<file path="config.mk">
export PLATFORM = sky130hd
export DESIGN_NAME = button_click_classifier_core
export DESIGN_NICKNAME = d
export VERILOG_FILES = /design/src/rtl/core/bcc_pkg.sv /design/src/rtl/core/bcc_step.sv /design/src/rtl/core/bcc_out_buf.sv /design/src/rtl/core/button_click_classifier_core.sv
export SDC_FILE = /design/constraint.sdc
export NUM_CORES = 1
export LEC_CHECK = 0
export ABC_AREA = 1
export BUFFER_PORTS_ARGS = -buffer_cell sky130_fd_sc_hd__buf_2
export CAP_MARGIN = 20
export CORE_AREA = 2 2 152 154
export CTS_BUF_LIST = sky130_fd_sc_hd__clkbuf_4 sky130_fd_sc_hd__clkbuf_8
export DETAILED_ROUTE_END_ITERATION = 16
export DIE_AREA = 0 0 154 156
export GPL_ROUTABILITY_DRIVEN = 0
export HOLD_SLACK_MARGIN = 0.1
export PLACE_DENSITY_LB_ADDON = 0.25
export SYNTH_ARGS = -nofsm -noshare
export SYNTH_HDL_FRONTEND = slang
export SYNTH_SLANG_ARGS = --single-unit
export TNS_END_PERCENT = 1
</file>
<file path="constraint.sdc">
create_clock -name clk -period 5.25 [get_ports clk]
set_input_delay 1.05 -clock clk [delete_from_list [all_inputs] [get_ports clk]]
set_output_delay 1.05 -clock clk [all_outputs]
set_load 0.01 [all_outputs]
</file>
<file path="src/rtl/core/bcc_pkg.sv">
// ----------------------------------------------------------------------------
// Button click classifier: package
// Phase, edge, event and register codes shared by the core modules.
// ----------------------------------------------------------------------------
`timescale 1ns / 1ps
`default_nettype none

package bcc_pkg;

    typedef enum logic [1:0] {
        PH_IDLE     = 2'd0,
        PH_PRESSED  = 2'd1,
        PH_RELEASED = 2'd2
    } phase_t;

    // edge request codes
    localparam logic [1:0] EDGE_NONE    = 2'd0;
    localparam logic [1:0] EDGE_PRESS   = 2'd1;
    localparam logic [1:0] EDGE_RELEASE = 2'd2;

    // event codes
    localparam logic [1:0] EV_NONE  = 2'd0;
    localparam logic [1:0] EV_SHORT = 2'd1;
    localparam logic [1:0] EV_MULTI = 2'd2;
    localparam logic [1:0] EV_LONG  = 2'd3;

    // configuration register indexes
    localparam logic [1:0] CFG_HOLD_LIMIT = 2'd0;
    localparam logic [1:0] CFG_GAP_LIMIT  = 2'd1;
    localparam logic [1:0] CFG_CEILING    = 2'd2;

    localparam int unsigned CFG_BITS = 16;
    localparam logic [CFG_BITS-1:0] HOLD_LIMIT_RESET = 16'd100;
    localparam logic [CFG_BITS-1:0] GAP_LIMIT_RESET  = 16'd30;
    localparam logic [CFG_BITS-1:0] CEILING_RESET    = 16'd200;

    localparam int unsigned IN_DATA_BITS  = 8;
    localparam int unsigned OUT_DATA_BITS = 16;
    localparam int unsigned OUT_USED_BITS = 10;

    // single-bit and code state of the classifier
    typedef struct packed {
        phase_t     phase;
        logic       check_armed;
        logic       event_pending;
        logic       was_long;
        logic [1:0] event_kind;
    } flags_t;

    // one result word: event code, click count
    typedef struct packed {
        logic [7:0] click_count;
        logic [1:0] event_code;
    } result_t;

endpackage

`default_nettype wire

</file>
<file path="src/rtl/core/bcc_step.sv">
// ----------------------------------------------------------------------------
// Button click classifier: tick logic
// Next state and result for one tick, applied in edge / phase / report order.
// ----------------------------------------------------------------------------
`timescale 1ns / 1ps
`default_nettype none

module bcc_step #(
    parameter int TIMER_BITS = 16,
    parameter int COUNT_BITS = 8
) (
    input  wire logic [1:0]                      edge_req,
    input  wire bcc_pkg::flags_t                 flags_in,
    input  wire logic [TIMER_BITS-1:0]           hold_in,
    input  wire logic [TIMER_BITS-1:0]           gap_in,
    input  wire logic [COUNT_BITS-1:0]           count_in,
    input  wire logic [bcc_pkg::CFG_BITS-1:0]    hold_limit,
    input  wire logic [bcc_pkg::CFG_BITS-1:0]    gap_limit,
    input  wire logic [TIMER_BITS-1:0]           ceiling,
    output bcc_pkg::flags_t                      flags_out,
    output logic [TIMER_BITS-1:0]                hold_out,
    output logic [TIMER_BITS-1:0]                gap_out,
    output logic [COUNT_BITS-1:0]                count_out,
    output bcc_pkg::result_t                     result
);
    import bcc_pkg::*;

    localparam int CW = (TIMER_BITS > CFG_BITS) ? TIMER_BITS : CFG_BITS;
    localparam int KW = (COUNT_BITS > 8) ? COUNT_BITS : 8;

    flags_t                 f;
    logic [TIMER_BITS-1:0]  hold;
    logic [TIMER_BITS-1:0]  gap;
    logic [COUNT_BITS-1:0]  pc;
    logic [KW-1:0]          pc_k;

    always_comb
    begin
        f    = flags_in;
        hold = hold_in;
        gap  = gap_in;
        pc   = count_in;
        result.event_code  = EV_NONE;
        result.click_count = 8'd1;
        pc_k = '0;

        // edge sets phase, arms the check, zeroes that phase's timer
        case (edge_req)
            EDGE_PRESS:
            begin
                f.phase       = PH_PRESSED;
                f.check_armed = 1'b1;
                hold          = '0;
            end
            EDGE_RELEASE:
            begin
                f.phase       = PH_RELEASED;
                f.check_armed = 1'b1;
                gap           = '0;
            end
            default: ;
        endcase

        case (f.phase)
            PH_PRESSED:
            begin
                if (hold < ceiling)
                    hold = hold + TIMER_BITS'(1);
                if (CW'(hold) > CW'(hold_limit))
                begin
                    if (f.event_kind != EV_NONE)
                    begin
                        // flush the pending click before the long press
                        if (pc > COUNT_BITS'(1))
                            pc = pc - COUNT_BITS'(1);
                        f.event_pending = 1'b1;
                    end
                    else
                    begin
                        f.was_long      = 1'b1;
                        f.phase         = PH_IDLE;
                        f.event_kind    = EV_LONG;
                        f.event_pending = 1'b1;
                        pc              = COUNT_BITS'(1);
                        gap             = ceiling;
                    end
                end
                if (f.check_armed)
                begin
                    f.check_armed = 1'b0;
                    if (!f.was_long)
                    begin
                        if (CW'(gap) < CW'(gap_limit))
                        begin
                            if (pc != {COUNT_BITS{1'b1}})
                                pc = pc + COUNT_BITS'(1);
                        end
                        else
                            pc = COUNT_BITS'(1);
                    end
                    f.was_long = 1'b0;
                end
            end
            PH_RELEASED:
            begin
                if (gap < ceiling)
                    gap = gap + TIMER_BITS'(1);
                if (f.check_armed)
                begin
                    f.check_armed = 1'b0;
                    if (!f.was_long)
                    begin
                        if (pc > COUNT_BITS'(1))
                            f.event_kind = EV_MULTI;
                        else
                        begin
                            f.event_kind = EV_SHORT;
                            pc           = COUNT_BITS'(1);
                        end
                    end
                end
                if ((CW'(gap) > CW'(gap_limit)) && !f.was_long)
                begin
                    f.event_pending = 1'b1;
                    f.phase         = PH_IDLE;
                end
            end
            default: ;
        endcase

        // report and clear
        if (f.event_pending)
        begin
            f.event_pending   = 1'b0;
            result.event_code = f.event_kind;
            if (f.event_kind == EV_MULTI)
            begin
                pc_k = KW'(pc);
                result.click_count = (pc_k > KW'(8'hFF)) ? 8'hFF : pc_k[7:0];
            end
            f.event_kind = EV_NONE;
        end

        flags_out = f;
        hold_out  = hold;
        gap_out   = gap;
        count_out = pc;
    end

endmodule

`default_nettype wire

</file>
<file path="src/rtl/core/bcc_out_buf.sv">
// ----------------------------------------------------------------------------
// Button click classifier: output register with skid stage
// Holds result words so the input side can take one more word under a stall.
// ----------------------------------------------------------------------------
`timescale 1ns / 1ps
`default_nettype none

module bcc_out_buf (
    input  wire logic              clk,
    input  wire logic              rst_n,
    input  wire logic              in_valid,
    output logic                   in_ready,
    input  wire bcc_pkg::result_t  in_word,
    output logic                   out_valid,
    input  wire logic              out_ready,
    output bcc_pkg::result_t       out_word
);
    import bcc_pkg::*;

    result_t out_reg;
    result_t skid_reg;
    logic    out_valid_reg;
    logic    skid_valid_reg;
    logic    take;

    assign in_ready  = !skid_valid_reg;
    assign out_valid = out_valid_reg;
    assign out_word  = out_reg;
    assign take      = in_valid && !skid_valid_reg;

    always_ff @(posedge clk or negedge rst_n)
    begin
        if (!rst_n)
        begin
            out_valid_reg  <= 1'b0;
            skid_valid_reg <= 1'b0;
        end
        else if (!out_valid_reg || out_ready)
        begin
            out_valid_reg  <= skid_valid_reg || take;
            skid_valid_reg <= 1'b0;
        end
        else if (take)
            skid_valid_reg <= 1'b1;
    end

    always_ff @(posedge clk)
    begin
        if (!out_valid_reg || out_ready)
            out_reg <= skid_valid_reg ? skid_reg : in_word;
        else if (take)
            skid_reg <= in_word;
    end

endmodule

`default_nettype wire

</file>
<file path="src/rtl/core/button_click_classifier_core.sv">
// ----------------------------------------------------------------------------
// Button click classifier core
// Tick-driven short / multi-click / long-press classifier for one key.
// ----------------------------------------------------------------------------
//
//  channel   direction  signals                            word
//  --------  ---------  ---------------------------------  -------------------------
//  s_axis    in         tvalid tready tdata[7:0]           [1:0] edge_req
//  m_axis    out        tvalid tready tdata[15:0]          [1:0] event_code,
//                                                          [9:2] click_count
//  cfg       in         valid ready index[1:0] data[15:0]  hold/gap limit, ceiling
//
//  One input word (one tick) is taken per clock while s_axis_tready is high;
//  every tick yields exactly one result word, registered in the output buffer.
//  The tick logic is a single combinational pass from the state registers;
//  throughput is bounded only by the two-entry output buffer.
//  Reset loads the classifier and config registers at once; no clearing pass,
//  the core is ready as soon as rst_n rises.
//  Under m_axis stall one more word goes into the skid stage, then
//  s_axis_tready drops until the output drains.
//  cfg_ready is always high; writes are expected while the core is idle.
// ----------------------------------------------------------------------------
`timescale 1ns / 1ps
`default_nettype none

module button_click_classifier_core #(
    parameter int TIMER_BITS = 16,
    parameter int COUNT_BITS = 8
) (
    input  wire logic                                clk,
    input  wire logic                                rst_n,
    // input words: [1:0] edge_req, rest zero
    input  wire logic                                s_axis_tvalid,
    output logic                                     s_axis_tready,
    input  wire logic [bcc_pkg::IN_DATA_BITS-1:0]    s_axis_tdata,
    // result words: [1:0] event_code, [9:2] click_count, rest zero
    output logic                                     m_axis_tvalid,
    input  wire logic                                m_axis_tready,
    output logic [bcc_pkg::OUT_DATA_BITS-1:0]        m_axis_tdata,
    // register writes
    input  wire logic                                cfg_valid,
    output logic                                     cfg_ready,
    input  wire logic [1:0]                          cfg_index,
    input  wire logic [bcc_pkg::CFG_BITS-1:0]        cfg_data
);
    import bcc_pkg::*;

    localparam int CW = (TIMER_BITS > CFG_BITS) ? TIMER_BITS : CFG_BITS;
    // largest timer value the counters can hold
    localparam logic [CW-1:0] TMAX = CW'({TIMER_BITS{1'b1}});
    localparam logic [CW-1:0] CEIL_RST_W =
        (CW'(CEILING_RESET) > TMAX) ? TMAX : CW'(CEILING_RESET);
    localparam logic [TIMER_BITS-1:0] GAP_RESET = CEIL_RST_W[TIMER_BITS-1:0];

    // configuration
    logic [CFG_BITS-1:0] hold_limit_reg;
    logic [CFG_BITS-1:0] gap_limit_reg;
    logic [CFG_BITS-1:0] ceiling_reg;

    // classifier state
    flags_t                 flags_reg;
    logic [TIMER_BITS-1:0]  hold_reg;
    logic [TIMER_BITS-1:0]  gap_reg;
    logic [COUNT_BITS-1:0]  count_reg;

    flags_t                 flags_next;
    logic [TIMER_BITS-1:0]  hold_next;
    logic [TIMER_BITS-1:0]  gap_next;
    logic [COUNT_BITS-1:0]  count_next;
    result_t                result;
    result_t                out_word;

    logic [CW-1:0]          ceil_w;
    logic [TIMER_BITS-1:0]  ceiling;
    logic                   tick;

    assign cfg_ready = 1'b1;
    assign tick      = s_axis_tvalid && s_axis_tready;

    // ceiling in use: register clipped to the timer width
    assign ceil_w  = (CW'(ceiling_reg) > TMAX) ? TMAX : CW'(ceiling_reg);
    assign ceiling = ceil_w[TIMER_BITS-1:0];

    always_ff @(posedge clk or negedge rst_n)
    begin
        if (!rst_n)
        begin
            hold_limit_reg <= HOLD_LIMIT_RESET;
            gap_limit_reg  <= GAP_LIMIT_RESET;
            ceiling_reg    <= CEILING_RESET;
        end
        else if (cfg_valid)
        begin
            case (cfg_index)
                CFG_HOLD_LIMIT: hold_limit_reg <= cfg_data;
                CFG_GAP_LIMIT:  gap_limit_reg  <= cfg_data;
                CFG_CEILING:    ceiling_reg    <= cfg_data;
                default: ;      // unmapped index, dropped
            endcase
        end
    end

    always_ff @(posedge clk or negedge rst_n)
    begin
        if (!rst_n)
        begin
            flags_reg <= '{phase: PH_IDLE, check_armed: 1'b0, event_pending: 1'b0,
                           was_long: 1'b0, event_kind: EV_NONE};
            hold_reg  <= '0;
            gap_reg   <= GAP_RESET;
            count_reg <= COUNT_BITS'(1);
        end
        else if (tick)
        begin
            flags_reg <= flags_next;
            hold_reg  <= hold_next;
            gap_reg   <= gap_next;
            count_reg <= count_next;
        end
    end

    bcc_step #(
        .TIMER_BITS (TIMER_BITS),
        .COUNT_BITS (COUNT_BITS)
    ) u_step (
        .edge_req   (s_axis_tdata[1:0]),
        .flags_in   (flags_reg),
        .hold_in    (hold_reg),
        .gap_in     (gap_reg),
        .count_in   (count_reg),
        .hold_limit (hold_limit_reg),
        .gap_limit  (gap_limit_reg),
        .ceiling    (ceiling),
        .flags_out  (flags_next),
        .hold_out   (hold_next),
        .gap_out    (gap_next),
        .count_out  (count_next),
        .result     (result)
    );

    bcc_out_buf u_out (
        .clk       (clk),
        .rst_n     (rst_n),
        .in_valid  (s_axis_tvalid),
        .in_ready  (s_axis_tready),
        .in_word   (result),
        .out_valid (m_axis_tvalid),
        .out_ready (m_axis_tready),
        .out_word  (out_word)
    );

    assign m_axis_tdata = OUT_DATA_BITS'(out_word);

endmodule

`default_nettype wire

</file>
Word level (Yosys, flattened, before mapping) --
Index checks and enable logic that the tools add are counted.
Storage, ports and cells: bits in registers 116, input port bits 31, output and inout bits 19, word-level logic and storage cells 97
Cells by class: add/subtract/negate cells 4, $lt $le $gt $ge 8, equality and inequality tests 8, muxes and demuxes 45, bitwise gates (word level) 1, reduce and logical (&&, ||, !) cells 15
Operators with widths (count):
- 2-to-1 mux 16 bit | 11
- 2-to-1 mux 8 bit | 13
- less-than comparator 16 bit | 3
- adder 16 x 1 -> 16 bit, second input constant | 2
- greater-than comparator 16 bit | 2
- case mux 16 bit (2 select lines) | 1
- 2-to-1 mux 10 bit | 2
- greater-than comparator 16 bit, second input constant | 1
- case mux 8 bit (2 select lines) | 1
- 2-to-1 mux 2 bit | 7
- AND reduction 2 bit | 5
- adder 8 x 1 -> 8 bit, second input constant | 1
- equality test 2 bit, second input constant | 4
- greater-than comparator 8 x 1 -> 1 bit, second input constant | 1
- greater-than comparator 8 bit, second input constant | 1
- 2-to-1 mux 4 bit | 2
- != test 8 bit, second input constant | 1
- case mux 4 bit (2 select lines) | 1
- subtractor 8 x 1 -> 8 bit, second input constant | 1
- equality test 2 x 1 -> 1 bit, second input constant | 3
- case mux 3 bit (2 select lines) | 1
- 2-to-1 mux 1 bit | 4
- case mux 2 bit (2 select lines) | 1
- nonzero test 2 bit | 2
- 6 further kinds | 10

Longest topological paths before layout --
depth in word-level cells 19, mapped depth 51, mapped depth without buffers 48

Cells and area by module --
From an unflattened synthesis, not the netlist that was laid out.
Unflattened totals: cell total of the unflattened synthesis 1387, area total of the unflattened synthesis 9628.0 µm²
By module, submodules not included:
- bcc_step | instances 1, cells an instance 898, area an instance 4854.7 µm², sequential area each 0.0 µm²
- button_click_classifier_core | instances 1, cells an instance 427, area an instance 3961.3 µm², sequential area each 2394.8 µm²
- bcc_out_buf | instances 1, cells an instance 62, area an instance 812.0 µm², sequential area each 650.6 µm²

Worst setup path after synthesis --
Ideal clock, no wire load.
path type input port to flip-flop, start input s_axis_tdata[1] (netlist bit), end register u_out.out_reg, in the netlist u_out.out_word[2] (data pin), setup time 252 ps, data arrival time 5794 ps, required time 4998 ps, slack -796 ps, stages on the path 43, buffers on the path 5, cell sequence inv_1 -> ha_1 -> buf_2 -> nor2_1 -> ha_1 -> nand2_1 -> nor2_1 -> a211oi_1 -> o221a_2 -> nand2_1 -> buf_2 -> nor3_1 -> xor2_1 -> inv_1 -> ha_1 -> a21o_1 -> nor2_1 -> nand2_1 -> (+7 left out) -> buf_2 -> nand2_1 -> o21ai_0 -> inv_1 -> ha_1 -> a21oi_1 -> nor2_1 -> a211oi_1 -> o221a_2 -> nand2_1 -> nand2_1 -> nand2_1 -> nand2_1 -> nand2_1 -> nand2_1 -> nand2_2 -> nand2_1 -> nand2_1
RTL lines:
- start, declared | RTL line button_click_classifier_core.sv:35 | input wire logic [bcc_pkg::IN_DATA_BITS-1:0] s_axis_tdata,
- end signal, assigned | RTL line bcc_out_buf.sv:50 | out_reg <= skid_valid_reg ? skid_reg : in_word;
- end, declared | RTL line bcc_out_buf.sv:20 | result_t out_reg;

==> impl_metrics.ini <==
[clock_tree]
clock-sinks = 116
h-tree-depth = 4
clk_pin_slew_ns = 0.08
cts_tree = built
cts_max_path_buffers = 2
cts_buffers = 17
clk_latency_ns = 0.45
cts-root-buf = clkbuf_8

[die]
rows = 55
die-area_mm2 = 0.0240
die_w_um = 154
pin_count = 50
start_util_pct = 39.5
core_area_mm2 = 0.0224
die_y_um = 156

[finish]
area_growth_pct = 30.2
postLayoutCellArea_mm2 = 0.0115
layout-drive-gt1-share_pct = 27.8
fin_cells = 1687
finalNetCount = 1505
diodes = 0

[run]
drv_cap = 0

[global_routing]
met1_usage_pct = 27.4
antenna_found_initial = 0
grt_max_degree = 67
gr-total-overflow = 0
grt_usage_pct = 21.5
grt.busiest_layer = met2
met3_usage_pct = 2.89
grtUsageMet2_pct = 38.0
grt_pass1_wl_um = 41100
grt_pass1_vias = 8320

[yosys]
synth_top_family_by_area = simple AND/OR/NAND/NOR gates
synth_mux_area_share_pct = 0
ys_async_sr_fraction_pct = 82.8
seq_area_frac_synth_pct = 34.2
synth_adder_area_share_pct = 12.0
yosys_warnings = 0
ys.flop_type = dfrtp_1
synthSimpleGateAreaFrac_pct = 21.3
ys_types = 51
synth_edf_count = 20
synth_top_area_cell = dfrtp_1
synth_common_cells = nand2_1 (243), inv_1 (220), o21ai_0 (140)
synth_compound_area_share_pct = 16.6
synthXorXnorAreaFrac_pct = 3.46
yosys-top-cells-area = dfrtp_1 (23%), ha_1 (12%), nand2_1 (10%), inv_1 (9.3%), o21ai_0 (7.9%)
netlist.area_leader.share_pct = 23.2
yosys_register_bits = 116
syn_area_mm2 = 0.00883
synth_most_common_cell = nand2_1
syn_inst = 1200
syn_area_per_cell_um2 = 7.36

[drt]
first_iter_violations = 502
drt_wl_total_um = 25800
post-route-drc-count = 0
vias_per_cell = 5.03
via_count = 8492
wl_per_cell_um = 15.3
ant_nets = 0
dr.pass1.iters = 6

[timing]
min_period_ns = 5.88
setup_ws_ns = -0.627
rsz0062_at_grt = true
finalSetupViolCount = 24
hold_violations = 0
finClkSkew_ns = 0.0217
max_clock_freq_ghz = 0.170
relSlewSlack_pct = 16.0
finalMaxSlewViolations = 0
worst_slew_pin_slew_ns = 1.26
hold_slack_ns = 0.488
fin_crit_sh_pct = 112

[setup_path]
endpoint_kind = flop
critPathArrivalTime_ns = 6.06
required_ns = 5.44
path_class = input port to flop
slowest_stage = nor3_4
cpPeakStageDelay_ns = 0.28
crit_path_start_kind = input port
crit_top_cell = nand2_1
cp_max_fo = 7

[power]
ir_drop_mv = 0.315
powerDensity_mw_per_mm2 = 657
leakagePower_nw = 5.80

[placed_design]
placed_cell_area_mm2 = 0.0105
io_buffer_count = 36
place_hpwl_um = 19300
dp.cells = 1651

[hold_path]
hold_class = flop to flop

[status]
violations = negative setup slack
status = finished, violations left
## final timing paths
kind / start / end / slack, ns / depth (start not counted)
max reg2reg: ceiling_reg[9] / u_out.out_word[2] / -0.11 / 36
max: s_axis_tdata[0] / u_out.out_word[2] / -0.63 / 40
min reg2reg: hold_reg[10] / hold_reg[10] / 0.49 / 2
min: hold_reg[10] / hold_reg[10] / 0.49 / 2
min in group asynchronous: rst_n / hold_reg[4] / 0.73 / 1
max in group asynchronous: rst_n / gap_limit_reg[4] / 3.50 / 2
## through the flow
| step | utilization [%] | power (W) | TNS (ns) | setup WS (ns) |
|---|---|---|---|---|
| 2_1_floorplan | - | 0.00420 | -10.11 | -0.498 |
| 3_3_place_gp | 46.9 | 0.00596 | -29.07 | -1.21 |
| 3_5_place_dp | 46.9 | 0.00603 | -32.65 | -1.34 |
| 4_1_cts | 48.7 | 0.00692 | -11.15 | -0.551 |
| 5_1_grt | 51.4 | 0.00827 | -20.14 | -0.925 |
| 6_report | 51.4 | 0.00755 | -13.02 | -0.627 |
## placed cells by master (no fill, tap or decap), types with 9 or more instances in the layout
master,n
a21oi_1,43
buf_2,34
buf_4,161
clkbuf_8,18
dfrtp_1,82
dfstp_2,14
edfxtp_1,20
ha_1,65
ha_4,19
inv_1,211
inv_2,17
nand2_1,227
nand2_2,18
nand2_4,9
nand3_1,34
nand4_1,23
nor2_1,62
nor2_2,12
nor2_4,10
nor3_1,16
o21ai_0,126
o21ai_1,22
o21ai_2,13
o221ai_1,14
xor2_1,31
## final cells by class
cell class	count	area [um2]
tap	285	357
fill	2138	10900
sequential	116	3020
timing repair buffer	204	1500
multi-input combinational	814	5340
clock inverter	11	104
clock buffer	21	270
inverter	236	913
## kinds of logic after synthesis
kind of cell,after synthesis
other,2
AO/OA/AOI/OAI,257
flip-flops,116
AND/OR/NAND/NOR,429
buffers and inverters,277
adder cells (fa/ha/maj),85
XOR/XNOR,34
## worst max-delay path, delay by kind of cell
kind,cells,cell delay (ns)
adders and majority gates,4,0.96
buffers and inverters,6,0.73
xor gates and xnor gates,1,0.17
and+or+nand+nor,24,2.32
AOI/OAI and AO/OA,5,0.81
## power breakdown
group,switching (W),internal (W),total [W]
clock network,0.000403,0.000402,0.000805
logic,0.00309,0.00236,0.00546
registers,0.000144,0.00115,0.00129
total,0.00364,0.00391,0.00755
## metal layers
metal | vias to the layer above | share of wire [%] | wire, um
met4 | 0 | 2.2 | 576
li1 | 4276 | - | -
met5 | - | 0 | 0
met3 | 42 | 3.5 | 904
met1 | 3984 | 45 | 11600
met2 | 190 | 49 | 12700
## what timing repair did
action                     CTS  global route
hold buffers                 0             0
pin swaps                    1            43
cloned                       0             2
setup endpoints to repair   25            33
resized for setup           11           115
buffers inserted             0             3
(Power assumes the default switching activity.)
